--- config.mk ---
export PLATFORM = sky130hd
export DESIGN_NAME = parallel_drive_port_bridge_flat
export DESIGN_NICKNAME = d
export VERILOG_FILES = /design/src/rtl/pdpb_pkg.sv /design/src/rtl/pdpb_if.sv /design/src/rtl/parallel_drive_port_bridge.sv /design/src/flat_wrapper.sv
export SDC_FILE = /design/constraint.sdc
export NUM_CORES = 1
export LEC_CHECK = 0
export BUFFER_PORTS_ARGS = -buffer_cell sky130_fd_sc_hd__buf_4
export CORE_MARGIN = 3
export CORE_UTILIZATION = 55
export CTS_BUF_LIST = sky130_fd_sc_hd__clkbuf_2 sky130_fd_sc_hd__clkbuf_4 sky130_fd_sc_hd__clkbuf_8
export DETAILED_ROUTE_END_ITERATION = 8
export GPL_TIMING_DRIVEN = 0
export PLACE_DENSITY = 0.77
export SETUP_SLACK_MARGIN = 0.2
export SLEW_MARGIN = 20
export SYNTH_ARGS = -nofsm -noshare
export SYNTH_HDL_FRONTEND = slang
export SYNTH_SLANG_ARGS = --single-unit
export TNS_END_PERCENT = 5
--- constraint.sdc ---
create_clock -name clk -period 6 [get_ports clk]
set_clock_uncertainty 0.2 [all_clocks]
set_input_delay 1.2 -clock clk [delete_from_list [all_inputs] [get_ports clk]]
set_output_delay 1.2 -clock clk [all_outputs]
set_load 0.02 [all_outputs]
--- src/rtl/pdpb_pkg.sv ---
// ----------------------------------------------------------------------------
// pdpb_pkg
// Shared types and constants for the parallel drive port bridge
// ----------------------------------------------------------------------------
package pdpb_pkg;

  typedef enum logic [1:0] {
    PH_IDLE      = 2'd0,
    PH_COMMAND   = 2'd1,
    PH_SECONDARY = 2'd2,
    PH_OUTPUT    = 2'd3
  } phase_t;

  typedef enum logic [2:0] {
    OP_NONE      = 3'd0,
    OP_COMMAND   = 3'd1,
    OP_SECONDARY = 3'd2,
    OP_DATA_OUT  = 3'd3,
    OP_DATA_IN   = 3'd4
  } bus_op_t;

  typedef enum logic [2:0] {
    RS_PORT_A  = 3'd0,
    RS_PORT_B  = 3'd1,
    RS_PORT_C  = 3'd2,
    RS_DIR_A   = 3'd3,
    RS_DIR_B   = 3'd4,
    RS_DIR_C   = 3'd5,
    RS_CONTROL = 3'd6,
    RS_UNUSED  = 3'd7
  } reg_sel_t;

  localparam logic CMD_READ  = 1'b0;
  localparam logic CMD_WRITE = 1'b1;

  localparam int unsigned CFG_INDEX_W = 8;
  localparam logic [CFG_INDEX_W-1:0] CFG_STATUS_OK    = 8'd0;
  localparam logic [CFG_INDEX_W-1:0] CFG_STATUS_ERROR = 8'd1;

  localparam logic [7:0] STATUS_OK_RESET    = 8'h00;
  localparam logic [7:0] STATUS_ERROR_RESET = 8'h03;

  localparam logic [7:0] DCMD_MASK      = 8'h8F;
  localparam logic [7:0] DCMD_COMMAND   = 8'h81;
  localparam logic [7:0] DCMD_SECONDARY = 8'h82;
  localparam logic [7:0] DCMD_OUTPUT    = 8'h83;
  localparam logic [7:0] DCMD_DATA_IN   = 8'h84;
  localparam logic [7:0] DCMD_STATUS_OK = 8'h85;

  localparam logic [7:0] DEV_BASE = 8'd9;

  localparam int unsigned HS_IN_BIT  = 6;
  localparam int unsigned HS_OUT_BIT = 7;
  localparam int unsigned DRIVE_BIT  = 5;

endpackage

--- src/rtl/pdpb_if.sv ---
// ----------------------------------------------------------------------------
// pdpb_if
// Channel interfaces: bus access requests, results and configuration writes
// ----------------------------------------------------------------------------
interface pdpb_in_if;
  logic       valid;
  logic       ready;
  logic       cmd;
  logic [5:0] addr;
  logic [7:0] wdata;
  logic       bus_fail;
  logic [7:0] bus_byte;

  modport source (output valid, cmd, addr, wdata, bus_fail, bus_byte, input ready);
  modport sink   (input valid, cmd, addr, wdata, bus_fail, bus_byte, output ready);
endinterface

interface pdpb_out_if;
  logic       valid;
  logic       ready;
  logic [7:0] rdata;
  logic [2:0] bus_op;
  logic [7:0] bus_out_byte;

  modport source (output valid, rdata, bus_op, bus_out_byte, input ready);
  modport sink   (input valid, rdata, bus_op, bus_out_byte, output ready);
endinterface

interface pdpb_cfg_if;
  logic       valid;
  logic       ready;
  logic [7:0] index;
  logic [7:0] data;

  modport source (output valid, index, data, input ready);
  modport sink   (input valid, index, data, output ready);
endinterface

--- src/rtl/parallel_drive_port_bridge.sv ---
// ----------------------------------------------------------------------------
// parallel_drive_port_bridge
// Emulated parallel drive port: register access decode and serial bus bridge
// ----------------------------------------------------------------------------
// an accepted transaction's result appears in the output register in the next cycle
// throughput: one transaction per cycle while the sink keeps taking results, set by the single output register stage
// the next transaction is taken while a result waits, as long as the sink takes it
// reset (rst, synchronous): phase idle, all port, direction, latch and status state zero,
// status codes at 0 and 3, output register empty
// ----------------------------------------------------------------------------
module parallel_drive_port_bridge (
  input logic          clk,
  input logic          rst,
  pdpb_in_if.sink      req,
  pdpb_out_if.source   rsp,
  pdpb_cfg_if.sink     cfg
);
  import pdpb_pkg::*;

  phase_t     phase, phase_next;
  logic [7:0] data_latch, data_latch_next;
  logic [7:0] status_byte, status_byte_next;
  logic [7:0] handshake_byte;
  logic [7:0] port_a, port_b, port_c;
  logic [7:0] dir_a, dir_b, dir_c;
  logic [7:0] control_byte;
  logic [7:0] status_ok_code, status_error_code;

  logic       out_valid;
  logic [7:0] out_rdata;
  bus_op_t    out_op;
  logic [7:0] out_byte;

  logic       in_fire;
  logic       is_write;
  reg_sel_t   rsel;
  logic       drive;
  logic [7:0] dcmd;
  logic [7:0] outcome;
  logic       port_a_wr;

  logic [7:0] rdata_c;
  bus_op_t    op_c;
  logic [7:0] obyte_c;

  assign req.ready = !out_valid || rsp.ready;
  assign in_fire   = req.valid && req.ready;
  assign is_write  = (req.cmd == CMD_WRITE);
  assign rsel      = reg_sel_t'(req.addr[2:0]);
  assign drive     = req.addr[DRIVE_BIT];
  assign dcmd      = req.wdata & DCMD_MASK;
  assign outcome   = req.bus_fail ? status_error_code : status_ok_code;
  assign port_a_wr = is_write && (rsel == RS_PORT_A);

  assign cfg.ready = 1'b1;

  // read mux
  always_comb begin
    unique case (rsel)
      RS_PORT_A:  rdata_c = (data_latch & ~dir_a) | (port_a & dir_a);
      RS_PORT_B:  rdata_c = (status_byte & ~dir_b) | (port_b & dir_b);
      RS_PORT_C:  rdata_c = (handshake_byte & ~dir_c) | (port_c & dir_c);
      RS_DIR_A:   rdata_c = dir_a;
      RS_DIR_B:   rdata_c = dir_b;
      RS_DIR_C:   rdata_c = dir_c;
      RS_CONTROL: rdata_c = control_byte;
      default:    rdata_c = 8'h00;
    endcase
    if (is_write) begin
      rdata_c = 8'h00;
    end
  end

  // command phase next state
  always_comb begin
    phase_next = phase;
    if (port_a_wr) begin
      if (phase == PH_IDLE) begin
        priority if (dcmd == DCMD_COMMAND) begin
          phase_next = PH_COMMAND;
        end else if (dcmd == DCMD_SECONDARY) begin
          phase_next = PH_SECONDARY;
        end else if (dcmd == DCMD_OUTPUT) begin
          phase_next = PH_OUTPUT;
        end else begin
          phase_next = PH_IDLE;
        end
      end else begin
        phase_next = PH_IDLE;
      end
    end
  end

  // bus transfer, status and latch
  always_comb begin
    op_c             = OP_NONE;
    obyte_c          = 8'h00;
    status_byte_next = status_byte;
    data_latch_next  = data_latch;
    if (port_a_wr) begin
      unique case (phase)
        PH_IDLE: begin
          if (dcmd == DCMD_DATA_IN) begin
            op_c             = OP_DATA_IN;
            status_byte_next = outcome;
            if (!req.bus_fail) begin
              data_latch_next = req.bus_byte;
            end
          end else if (dcmd == DCMD_STATUS_OK) begin
            status_byte_next = status_ok_code;
          end
        end
        PH_COMMAND: begin
          op_c             = OP_COMMAND;
          obyte_c          = req.wdata | (DEV_BASE - {7'b0, drive});
          status_byte_next = outcome;
        end
        PH_SECONDARY: begin
          op_c             = OP_SECONDARY;
          obyte_c          = req.wdata;
          status_byte_next = outcome;
        end
        PH_OUTPUT: begin
          op_c             = OP_DATA_OUT;
          obyte_c          = req.wdata;
          status_byte_next = outcome;
        end
        default: begin
          op_c = OP_NONE;
        end
      endcase
    end
  end

  always_ff @(posedge clk) begin
    if (rst) begin
      phase             <= PH_IDLE;
      data_latch        <= 8'h00;
      status_byte       <= 8'h00;
      handshake_byte    <= 8'h00;
      port_a            <= 8'h00;
      port_b            <= 8'h00;
      port_c            <= 8'h00;
      dir_a             <= 8'h00;
      dir_b             <= 8'h00;
      dir_c             <= 8'h00;
      control_byte      <= 8'h00;
      status_ok_code    <= STATUS_OK_RESET;
      status_error_code <= STATUS_ERROR_RESET;
    end else begin
      if (cfg.valid) begin
        if (cfg.index == CFG_STATUS_OK) begin
          status_ok_code <= cfg.data;
        end else if (cfg.index == CFG_STATUS_ERROR) begin
          status_error_code <= cfg.data;
        end
      end
      if (in_fire) begin
        phase       <= phase_next;
        data_latch  <= data_latch_next;
        status_byte <= status_byte_next;
        if (is_write) begin
          unique case (rsel)
            RS_PORT_A:  port_a <= req.wdata;
            RS_PORT_B:  port_b <= req.wdata;
            RS_PORT_C: begin
              port_c         <= req.wdata;
              handshake_byte <= {~(req.wdata[HS_IN_BIT] & dir_c[HS_IN_BIT]), 7'b0};
            end
            RS_DIR_A:   dir_a <= req.wdata;
            RS_DIR_B:   dir_b <= req.wdata;
            RS_DIR_C:   dir_c <= req.wdata;
            RS_CONTROL: control_byte <= req.wdata;
            default: begin
            end
          endcase
        end
      end
    end
  end

  // output register
  always_ff @(posedge clk) begin
    if (rst) begin
      out_valid <= 1'b0;
    end else if (in_fire) begin
      out_valid <= 1'b1;
    end else if (rsp.ready) begin
      out_valid <= 1'b0;
    end
  end

  always_ff @(posedge clk) begin
    if (in_fire) begin
      out_rdata <= rdata_c;
      out_op    <= op_c;
      out_byte  <= obyte_c;
    end
  end

  assign rsp.valid        = out_valid;
  assign rsp.rdata        = out_rdata;
  assign rsp.bus_op       = out_op;
  assign rsp.bus_out_byte = out_byte;

  // an armed phase always falls back to idle on the next port a write
  a_phase_return: assert property (@(posedge clk) disable iff (rst)
    in_fire && port_a_wr && phase != PH_IDLE |=> phase == PH_IDLE)
    else $error("armed phase did not return to idle");

  // every accepted transaction leaves a result behind
  a_result_loaded: assert property (@(posedge clk) disable iff (rst)
    in_fire |=> out_valid)
    else $error("accepted transaction produced no result");

  // bus transfers only come from writes, so read data is zero with them
  a_op_no_rdata: assert property (@(posedge clk) disable iff (rst)
    out_valid && out_op != OP_NONE |-> out_rdata == 8'h00)
    else $error("bus transfer carries read data");

  // a data-in request or no transfer sends no byte
  a_op_byte: assert property (@(posedge clk) disable iff (rst)
    out_valid && (out_op == OP_NONE || out_op == OP_DATA_IN) |-> out_byte == 8'h00)
    else $error("byte sent without an outgoing transfer");

endmodule
--- src/flat_wrapper.sv ---
// flat-port wrapper written by rule: the top's interface ports become plain ports
module parallel_drive_port_bridge_flat import pdpb_pkg::*;
  (clk, rst, req_valid, req_cmd, req_addr, req_wdata, req_bus_fail, req_bus_byte, req_ready, rsp_valid, rsp_rdata, rsp_bus_op, rsp_bus_out_byte, rsp_ready, cfg_valid, cfg_index, cfg_data, cfg_ready);
  pdpb_in_if req_i ();
  pdpb_out_if rsp_i ();
  pdpb_cfg_if cfg_i ();
  input logic clk;
  input logic rst;
  input wire logic [$bits(req_i.valid)-1:0] req_valid;
  input wire logic [$bits(req_i.cmd)-1:0] req_cmd;
  input wire logic [$bits(req_i.addr)-1:0] req_addr;
  input wire logic [$bits(req_i.wdata)-1:0] req_wdata;
  input wire logic [$bits(req_i.bus_fail)-1:0] req_bus_fail;
  input wire logic [$bits(req_i.bus_byte)-1:0] req_bus_byte;
  output wire logic [$bits(req_i.ready)-1:0] req_ready;
  output wire logic [$bits(rsp_i.valid)-1:0] rsp_valid;
  output wire logic [$bits(rsp_i.rdata)-1:0] rsp_rdata;
  output wire logic [$bits(rsp_i.bus_op)-1:0] rsp_bus_op;
  output wire logic [$bits(rsp_i.bus_out_byte)-1:0] rsp_bus_out_byte;
  input wire logic [$bits(rsp_i.ready)-1:0] rsp_ready;
  input wire logic [$bits(cfg_i.valid)-1:0] cfg_valid;
  input wire logic [$bits(cfg_i.index)-1:0] cfg_index;
  input wire logic [$bits(cfg_i.data)-1:0] cfg_data;
  output wire logic [$bits(cfg_i.ready)-1:0] cfg_ready;
  assign req_i.valid = req_valid;
  assign req_i.cmd = req_cmd;
  assign req_i.addr = req_addr;
  assign req_i.wdata = req_wdata;
  assign req_i.bus_fail = req_bus_fail;
  assign req_i.bus_byte = req_bus_byte;
  assign req_ready = req_i.ready;
  assign rsp_valid = rsp_i.valid;
  assign rsp_rdata = rsp_i.rdata;
  assign rsp_bus_op = rsp_i.bus_op;
  assign rsp_bus_out_byte = rsp_i.bus_out_byte;
  assign rsp_i.ready = rsp_ready;
  assign cfg_i.valid = cfg_valid;
  assign cfg_i.index = cfg_index;
  assign cfg_i.data = cfg_data;
  assign cfg_ready = cfg_i.ready;
  parallel_drive_port_bridge u_core (.clk(clk), .rst(rst), .req(req_i), .rsp(rsp_i), .cfg(cfg_i));
endmodule
Word-level counts from Yosys, hierarchy flattened
Cells that the tools add are included.

Bits in writable memories: 0. Word-level logic and storage cells: 87. Bits of input ports: 45. Bits in latches: 0. Register bits after elaboration: 111. Memories: 0. ROM bits: 0. Output and inout bits: 22.

Reductions and logical operators: 22. Bitwise logic cells: 17. Add/sub/neg operators: 1. Shift operators: 0. $lt $le $gt $ge: 0. Multipliers: 0. Mux-type cells: 14. Equal/unequal tests: 16. Div/mod/pow operators: 0.

Operators by type and width (number): $pmux 8 s7 (1); $and 8x8->8 (6); $or 8x8->8 (4); $pmux 8 s2 (2); $reduce_and 3->1 (9); $eq 5x5->1 const B (5); $mux 8 (3); $not 8->8 (3); $pmux 3 s4 (1); $eq 3x3->1 const B (3); $eq 8x1->1 const B (1); $logic_not 8->1 (1); $mux 2 (4); $eq 3x2->1 const B (2); $reduce_and 5->1 (1); $sub 4x1->5 const A (1); $eq 2x2->1 const B (2); $reduce_and 2->1 (2); $eq 3x1->1 const B (1); $logic_not 3->1 (1); $mux 3 (1); $ne 3x3->1 const B (1); $not 1->1 (3); $reduce_or 3->1 (1); 9 further kinds (11).

Longest topological paths before layout
Gate-level depths: netlist (run 1).

Depth in word-level cells: 5. Mapped depth: 6.

Worst setup path before layout (run 1)
OpenSTA, ideal clock, no wires.

Kind: input -> register. Start point: input req_valid. End point: register u_core.data_latch[0]. Cell stages on the path: 6. Path slack: 2626 ps. Data arrival time: 3103 ps. Buffers on the path: 2. Cells stage by stage: clkbuf_1 > inv_1 > nor2_1 > and3b_1 > buf_6 > mux2i_1.

Longest elaborated chain between the ends: 2.

RTL lines: start: declaration (line flat_wrapper.sv:9) `input wire logic [$bits(req_i.valid)-1:0] req_valid;`; $logic_and 1x1->1 (line parallel_drive_port_bridge.sv:47) `assign in_fire = req.valid && req.ready;`; net u_core.in_fire (line parallel_drive_port_bridge.sv:34) `logic in_fire;`; $reduce_and 5->1 (no line); end signal: assignment (line parallel_drive_port_bridge.sv:160) `data_latch <= data_latch_next;`; end: declaration (line parallel_drive_port_bridge.sv:21) `logic [7:0] data_latch, data_latch_next;`.

The timed path passes the listed nets, and every way through them passes these cells. A chain may end at the register's enable or synchronous reset.

Worst setup path in the final report (run 1)
Start point: input rsp_ready. End point: output req_ready.

Longest elaborated chain between the ends: 1.

RTL lines: start: declaration (line flat_wrapper.sv:20) `input wire logic [$bits(rsp_i.ready)-1:0] rsp_ready;`; $logic_or 1x1->1 (line parallel_drive_port_bridge.sv:46) `assign req.ready = !out_valid || rsp.ready;`; end: declaration (line flat_wrapper.sv:15) `output wire logic [$bits(req_i.ready)-1:0] req_ready;`.

No other way between the ends.

==> metrics.yaml, run 1 <==
initial_core_util_pct: 56.8
critPathTopFamily: "buffers and inverters"
power.leakage_nw: 2.59
synth_area_um2: 4970
grt_pass1_wl_um: 18900
synth_commonest_cells: "dfxtp_1 (92), mux2i_1 (86), nor2_1 (85), clkbuf_1 (28), edfxtp_1 (19)"
max_cap_violations: 0
grt_start_max_net_pins: 19
synthCells: 494
die_x_um: 101
setup_viol: 0
syn_to_final_growth_pct: 15.4
postCtsSetupRepairBufs: 0
hold_depth: 1
ys_async_sr_fraction_pct: 0
cp_max_fo: 9
gr-usage-all-layers_pct: 23.7
crit_path_start_kind: "input port"
fp-row-count: 34
ys_types: 49
syn_avg_cell_area_um2: 10.1
first_pass_iters: 6
dieArea_um2: 10200
ir_worst_vdd_mv: 0.141
switching_share_pct: 24.8
avgRoutedWirePerCell_um: 17.8
io_buffers: 55
finalCriticalPeriod_ns: 3.47
vias: 3913
outcome: "complete, no violations"
min_from: "u_core.status_error_code[0]"
ys_seq_area_share_pct: 48.5
slowest_stage: "nor2b_1"
ant_nets: 0
ios: 67
via_per_inst: 5.81
synth_edf_count: 19
drt_iter0_drc: 240
yosysMostFrequentCell: "dfxtp_1"
finalCritPeriodShare_pct: 57.8
dp_hpwl_um: 8490
synth_warnings: 0
cts.repair.resized: 0
yosysTopAreaCell: "dfxtp_1"
cts_hold_buf: 0
synth.top_cell.area_share_pct: 37.0
intPower_mw: 1.02
cts-root-buf: "clkbuf_8"
final_nets: 606
clockPowerShare_pct: 34.0
regToRegSetupSlack_ns: 3.83
drive_gt1_share_pct: 17.7
max-slew-margin-rel_pct: 51.1
final-max-slew-violation-count: 0
hold_end: "u_core.status_error_code[0]"
worstReg2RegStart: "u_core.rsp.valid"
synth.area.top_cells: "dfxtp_1 (37%), mux2i_1 (17%), edfxtp_1 (11%)"
cpPeakStageDelay_ns: 0.36
crit_type: "in2out"
yosys_most_used_dff: "dfxtp_1"
rsz0062_at_grt: "false"
pwr-share-seq_pct: 56.8
fp.dieH_um: 101
cts_buffer_depth: 2
cp_data_required_time_ns: 4.60
syn_nets: 539
reg2reg_to: "u_core.dir_b[1]"
multi_input_comb_area_um2: 2350
clk_pin_slew_ns: 0.10
grt_pass1_vias: 3668
hold_violations: 0
crit_buf_inv: 3
fillCellCount: 721
grt_remaining_overflow: 0
power_mw: 1.36
numCtsBuffers: 9
wirelength_um: 12000
pwr-share-comb_pct: 9.1
htreeDepth: 3
tritoncts: "built"
tns_ns: 0
crit_path_frequent_cell: "buf_4"
pwr_density_cell_nw_per_um2: 236
cts.sinks: 111
max_freq_mhz: 288
worstMarginPinSlew_ns: 0.731
antenna_cells: 0
cp.arrival_ns: 2.07
coreArea_um2: 8760
clk_latency_ns: 0.37
synth_seq_cells: 111
hold_class: "reg2reg"
post-route-util_pct: 65.5
critical_path.cell_chain: "buf_4, nor2b_1, inv_2, buf_4"
ff_latch_area_um2: 2410
p_switching_mw: 0.337
grt_antenna_before_repair: 0
worst_r2r_path_depth: 5
globalplace.congestion: 0.918
route.detailed.drc: 0
endpoint_kind: "output port"
-- layout make-up --
type	count	share of cell area, %
Timing Repair Buffer	56	7.39
Tap cell	108	2.35
Clock inverter	6	1.20
Sequential cell	111	42.0
Multi-Input combinational cell	333	40.9
Buffer	37	2.92
Inverter	13	0.850
Clock buffer	10	2.40
-- worst register-to-register path, cell delays in order, from the launching register on --
cell and delay, ns:
dfxtp_1 0.34, nor2b_1 0.39, inv_2 0.20, nand4_1 0.58
mux2i_1 0.29, nor2_1 0.06
-- power groups by stage --
stage | combinational, mW | sequential [mW] | clock, mW
floorplan | 0.0597 | 0.796 | 0
global placement | 0.119 | 0.788 | 0
detailed placement | 0.122 | 0.789 | 0
CTS | 0.123 | 0.771 | 0.465
global route | 0.132 | 0.773 | 0.490
finish | 0.124 | 0.771 | 0.462
-- layer usage --
metal / vias up / part of all wire [%] / wire length, µm / GRT usage [%]
li1: 1876 / - / - / -
met1: 1883 / 44 / 5230 / 32.2
met2: 138 / 48 / 5700 / 39.4
met3: 16 / 7.2 / 862 / 2.84
met4: 0 / 1.4 / 167 / 7.36
met5: - / 0 / 0 / 0
-- placed cells by master (no fill, tap or decap), drive strengths merged, types with 2 or more instances in the layout --
cell type,n
a32oi,6
a21o,14
nor2b,6
nor4b,3
a21oi,11
edfxtp,19
nor3,2
nand2b,17
a31oi,9
inv,14
a211o,2
and2,3
nor2,85
clkbuf,38
nand4,6
and3,6
a211oi,8
clkinvlp,4
and3b,5
nand2,14
nor3b,5
o31a,6
buf,65
mux2i,86
nor4,3
a31o,5
nand3b,7
o21ai,4
nand3,8
a22o,2
dfxtp,92
-- stage by stage --
stage	worst slack [ns]	cells	area (µm²)	hold slack [ns]
after global routing	2.51	674	5740	0.304
after detailed placement	2.55	658	5540	0.249
final	2.53	674	5740	0.271
after global placement	2.07	657	5520	0.243
after CTS	2.54	674	5740	0.272
after floorplan	2.63	494	4970	0.232
-- cell families (layout without fill, tap and decap cells) --
kind of cell,Yosys count,in the layout,share of synthesized area [%]
other,1,1,0.0754
and+or+nand+nor,175,175,18.7
muxes,86,86,17.3
DFF,111,111,48.5
buffers and inverters,50,122,4.35
AOI/OAI and AO/OA,71,71,11.0
-- worst max-delay path by stage --
stage / to / cells after the start / from
5_1_grt: req_ready / 4 / rsp_ready
4_1_cts: req_ready / 4 / rsp_ready
3_3_place_gp: u_core.data_latch[4] / 6 / req_valid
6_report: req_ready / 4 / rsp_ready
3_5_place_dp: req_ready / 4 / rsp_ready
2_1_floorplan: u_core.data_latch[0] / 6 / req_valid
No activity file was read; power rests on OpenSTA's default activity.
==> run 2: changes to the inputs <==
- ABC_AREA: default -> 1
- clock period: 6 -> 3.2 ns (I/O delays scaled with it)
==> metrics.yaml, run 2 <==
gr-usage-all-layers_pct: 26.0  # +2.3 points
grt_pass1_vias: 4316  # +18%
switching_share_pct: 24.9  # +0.15 points
power_mw: 2.66  # +96%
dp_hpwl_um: 9770  # +15%
final-max-slew-violation-count: 0  # unchanged
intPower_mw: 1.99  # +95%
crit_type: "in2reg"
synth_area_um2: 5060  # +1.8%
drt_iter0_drc: 287  # +20%
globalplace.congestion: 0.871  # -5.1%
initial_core_util_pct: 57.2  # +0.46 points
pwr_density_cell_nw_per_um2: 453  # +92%
cp.arrival_ns: 2.32  # +0.25 ns
finalCritPeriodShare_pct: 70.6
synth.area.top_cells: "dfxtp_1 (36%), nor2_1 (12%), edfxtp_1 (11%)"
ys_types: 33  # -33%
synth_seq_cells: 111  # unchanged
slowest_stage: "inv_1"
setup_viol: 0  # unchanged
final_common_cell: "nor2_1"
pwr-share-comb_pct: 9.4  # +0.3 points
fp.dieH_um: 102  # +0.84%
power.leakage_nw: 2.49  # -3.6%
hold_class: "reg2reg"
max_cap_violations: 0  # unchanged
syn_to_final_growth_pct: 15.8
coreArea_um2: 8850  # +0.97%
endpoint_kind: "flop"
tns_ns: 0  # unchanged
synth_warnings: 0  # unchanged
max_freq_mhz: 442
yosysTopAreaCell: "dfxtp_1"
synthCells: 676  # +37%
avgRoutedWirePerCell_um: 15.0  # -15%
ios: 67  # unchanged
via_per_inst: 5.42  # -6.6%
placed_cells: 843  # +28%
outcome: "complete, no violations"
worst_r2r_path_depth: 7  # +2
cts_hold_buf: 0  # unchanged
clk_pin_slew_ns: 0.10  # about the same
critPathTopFamily: "buffers and inverters"
most-common-layout-cells: "nor2_1 (165), nand2_1 (111), dfxtp_1 (92)"
cts-root-buf: "clkbuf_8"
tritoncts: "built"
final_nets: 791  # +31%
cp_num_cells: 9  # +5
finalCriticalPeriod_ns: 2.26
cp_data_required_time_ns: 3.26  # -1.34 ns
clk_latency_ns: 0.38  # about the same
crit_path_start_kind: "input port"
ys_async_sr_fraction_pct: 0  # unchanged
cp_max_fo: 21  # +12
hold_violations: 0  # unchanged
ir_worst_vdd_mv: 0.228  # +62%
dieArea_um2: 10400  # +1.7%
synth_edf_count: 19  # unchanged
numCtsBuffers: 9  # unchanged
grt_remaining_overflow: 0  # unchanged
wirelength_um: 12900  # +8.0%
rsz0062_at_grt: "false"
postCtsSetupRepairBufs: 0  # unchanged
synth_commonest_cells: "nor2_1 (165), nand2_1 (111), dfxtp_1 (92), o21ai_0 (76), inv_1 (49)"
antenna_cells: 0  # unchanged
grt_start_max_net_pins: 22  # +3
grt_pass1_wl_um: 20900  # +10%
pwr-share-seq_pct: 55.0  # -1.8 points
max-slew-margin-rel_pct: 40.5  # -11 points
yosys_most_used_dff: "dfxtp_1"
worstMarginPinSlew_ns: 0.892  # +0.161 ns
ant_nets: 0  # unchanged
first_pass_iters: 5  # -1
grt_antenna_before_repair: 0  # unchanged
p_switching_mw: 0.662  # +97%
io_buffers: 59  # +7.3%
yosysMostFrequentCell: "nor2_1"
ys_seq_area_share_pct: 47.7  # -0.85 points
crit_path_frequent_cell: "nand2_1"
route.detailed.drc: 0  # unchanged
htreeDepth: 3  # unchanged
crit_buf_inv: 4  # +1
cts_buffer_depth: 2  # unchanged
cpPeakStageDelay_ns: 0.71  # +0.35 ns
syn_nets: 721  # +34%
cts.repair.resized: 0  # unchanged
clockPowerShare_pct: 35.6  # +1.6 points
die_x_um: 102  # +0.84%
stdcell_count: 859  # +27%
drive_gt1_share_pct: 17.0  # -0.62 points
fp-row-count: 34  # unchanged
critical_path.cell_chain: "buf_4, inv_1, nand2_1, nand2_1, inv_1, nand2_1, buf_2, o21ai_0, a21oi_1"
cts.sinks: 111  # unchanged
vias: 4660  # +19%
syn_avg_cell_area_um2: 7.49  # -26%
synth.top_cell.area_share_pct: 36.4  # -0.65 points
hold_depth: 2  # +1
run 2: layout make-up:
class / count / area [µm²]
plain buffers: 25 / 163
fillers: 811 / 2990
multi-input cells: 481 / 2260
inverters: 59 / 230
clock buffers: 10 / 131
well taps: 108 / 135
repair buffers: 59 / 443
clock inverters: 6 / 91.3
flip-flops and latches: 111 / 2410
run 2: layer usage:
layer | global-route usage, % | share of wire (%) | vias to the layer above
li1 | - | - | 2332
met1 | 34.0 | 44 | 2115
met2 | 43.5 | 47 | 185
met3 | 3.41 | 6.3 | 28
met4 | 10.8 | 2.7 | 0
met5 | 0 | 0 | -
run 2: worst paths after layout:
check | from | to | slack (ns)
max | rsp_ready | u_core.dir_c[6] | 0.94
max reg2reg | u_core.rsp.valid | u_core.dir_c[6] | 0.96
min reg2reg | u_core.status_error_code[1] | u_core.status_error_code[1] | 0.26
min | u_core.status_error_code[1] | u_core.status_error_code[1] | 0.26
run 2: worst reg2reg max path, cell delays in order, from the launching register on:
cell	delay, ns
dfxtp_1	0.33
nand2_1	0.09
nand2_1	0.17
inv_1	0.71
nand2_1	0.15
buf_2	0.22
o21ai_0	0.18
a21oi_1	0.06
run 2: kinds of logic after synthesis:
group	synth area share, %
other cells	0.0741
buf+inv	7.76
flops	47.7
compound gates	11.5
simple gates	33.0
run 2: power by group through the flow:
stage | Combinational [mW] | Clock, mW | Sequential (mW)
after floorplan | 0.128 | 0 | 1.50
after global placement | 0.244 | 0 | 1.49
after detailed placement | 0.249 | 0 | 1.49
after CTS | 0.250 | 0.949 | 1.46
after global routing | 0.276 | 1.01 | 1.46
final | 0.251 | 0.946 | 1.46
run 2: per-stage QoR:
step                hold slack [ns]  utilization, %  worst slack (ns)  cell area, µm²
finish                        0.258            66.3             0.940            5860
global route                  0.278            66.3             0.731            5860
CTS                           0.261            66.3             0.940            5860
detailed placement            0.237            63.7             0.577            5640
global placement              0.233            63.7             0.678            5640
floorplan                     0.220               -             0.866            5060
==> run 3: changes to the inputs <==
- clock period: 3.2 -> 2.2 ns (I/O delays scaled with it)
==> metrics.yaml, run 3 (synthesized netlist as in run 2, its figures left out) <==
outcome: "complete, no violations"
most-common-layout-cells: "nor2_1 (165), nand2_1 (110), dfxtp_1 (92)"
numCtsBuffers: 9  # unchanged
fp-row-count: 34  # unchanged
post-route-util_pct: 66.3  # +0.071 points
setup_viol: 0  # unchanged
cp_max_fo: 11  # -48%
grt_start_max_net_pins: 19  # -14%
place_ws_ns: -0.0554  # -0.632 ns
placed_cells: 843  # unchanged
crit_type: "reg2reg"
coreArea_um2: 8850  # unchanged
wirelength_um: 13000  # +0.22%
power.leakage_nw: 2.49  # -0.24%
placed_area_um2: 5650  # +0.11%
hold_violations: 0  # unchanged
grt_pass1_wl_um: 21000  # +0.57%
hold_class: "in2reg"
cts_hold_buf: 0  # unchanged
postCtsSetupRepairBufs: 0  # unchanged
ios: 67  # unchanged
grt_antenna_before_repair: 0  # unchanged
power_mw: 3.84  # +45%
htreeDepth: 3  # unchanged
cts.repair.resized: 0  # unchanged
cts.sinks: 111  # unchanged
tns_ns: 0  # unchanged
ant_nets: 0  # unchanged
cts_buffer_depth: 2  # unchanged
route.detailed.drc: 0  # unchanged
cp.arrival_ns: 1.95  # -0.37 ns
finalCritPeriodShare_pct: 83.9
cp_data_required_time_ns: 2.30  # -0.96 ns
avgRoutedWirePerCell_um: 15.1  # +0.11%
clk_latency_ns: 0.37  # about the same
antenna_cells: 0  # unchanged
vias: 4687  # +0.58%
max_freq_mhz: 542
stdcell_count: 860  # +0.12%
holdWs_ns: 0.0897  # -0.168 ns
worstMarginPinSlew_ns: 0.546  # -0.347 ns
tritoncts: "built"
dieArea_um2: 10400  # unchanged
finalInstanceArea_um2: 5870  # +0.11%
drive_gt1_share_pct: 17.4  # +0.38 points
max_cap_violations: 0  # unchanged
syn_to_final_growth_pct: 15.9
die_x_um: 102  # unchanged
crit_path_start_kind: "flop"
rsz0062_at_grt: "false"
dp_hpwl_um: 9810  # +0.41%
globalplace.congestion: 0.896  # +2.8%
fp.dieH_um: 102  # unchanged
grt_pass1_vias: 4295  # -0.49%
final_common_cell: "nor2_1"
intPower_mw: 2.88  # +45%
pwr-share-comb_pct: 9.6  # +0.2 points
multi_input_comb_area_um2: 2260  # +0.11%
p_switching_mw: 0.959  # +45%
grt_remaining_overflow: 0  # unchanged
via_per_inst: 5.45  # +0.46%
switching_share_pct: 25.0  # about the same
io_buffers: 59  # unchanged
clockPowerShare_pct: 35.2  # -0.4 points
endpoint_kind: "flop"
final_nets: 792  # +0.13%
layout_setup_ws_ns: 0.353  # -0.587 ns
final-max-slew-violation-count: 0  # unchanged
finalCriticalPeriod_ns: 1.85
clk_pin_slew_ns: 0.10  # about the same
pwr-share-seq_pct: 55.2  # +0.2 points
ir_worst_vdd_mv: 0.453  # +99%
initial_core_util_pct: 57.2  # unchanged
pwr_density_cell_nw_per_um2: 655  # +45%
max-slew-margin-rel_pct: 63.6  # +23 points
fillCellCount: 795  # -2.0%
cts-root-buf: "clkbuf_8"
gr-usage-all-layers_pct: 26.0  # about the same
drt_iter0_drc: 301  # +4.9%
ff_latch_area_um2: 2410  # unchanged
first_pass_iters: 5  # unchanged
-- run 3: cell types whose count changed in the layout (fill, tap and decap cells not counted), sizes merged --
cell	before	now
clkbuf	15	14
clkinvlp	0	2
-- run 3: path summary, 6_finish.rpt --
kind | from | endpoint | slack (ns) | depth (start not counted)
worst min-delay path | req_bus_byte[4] | u_core.data_latch[4] | 0.09 | 3
worst min register to register | u_core.status_error_code[7] | u_core.status_error_code[7] | 0.26 | 2
worst max-delay path | u_core.rsp.valid | u_core.dir_c[6] | 0.35 | 7
worst max register to register | u_core.rsp.valid | u_core.dir_c[6] | 0.35 | 7
-- run 3: layout make-up --
cell class / count / area share [%]
flip-flops and latches: 111 / 41.1
multi-input cells: 481 / 38.5
repair buffers: 59 / 7.55
inverters: 59 / 3.99
plain buffers: 25 / 2.77
well taps: 108 / 2.30
clock buffers: 9 / 2.11
clock inverters: 7 / 1.60
repair inverters: 1 / 0.0853
-- run 3: per-layer routing --
layer | vias up | part of all wire, % | global-route usage [%]
li1 | 2347 | - | -
met1 | 2151 | 44 | 35.0
met2 | 157 | 47 | 42.6
met3 | 32 | 5.6 | 3.21
met4 | 0 | 3.0 | 10.8
met5 | - | 0 | 0
-- run 3: power by group through the flow --
stage                     combinational [mW]  clock (mW)  sequential, mW
after floorplan                        0.188           0            2.19
after global placement                 0.359           0            2.17
after detailed placement               0.365           0            2.17
after CTS                              0.367        1.36            2.12
after global routing                   0.405        1.45            2.13
final                                  0.369        1.35            2.12
-- run 3: worst max-delay path: stages, from the launching register on --
cell        delay (ns)
dfxtp_1           0.34
nand2_1           0.10
nand2_2           0.20
clkinvlp_4        0.30
nand2_1           0.16
buf_2             0.24
o21ai_0           0.11
a21oi_1           0.12
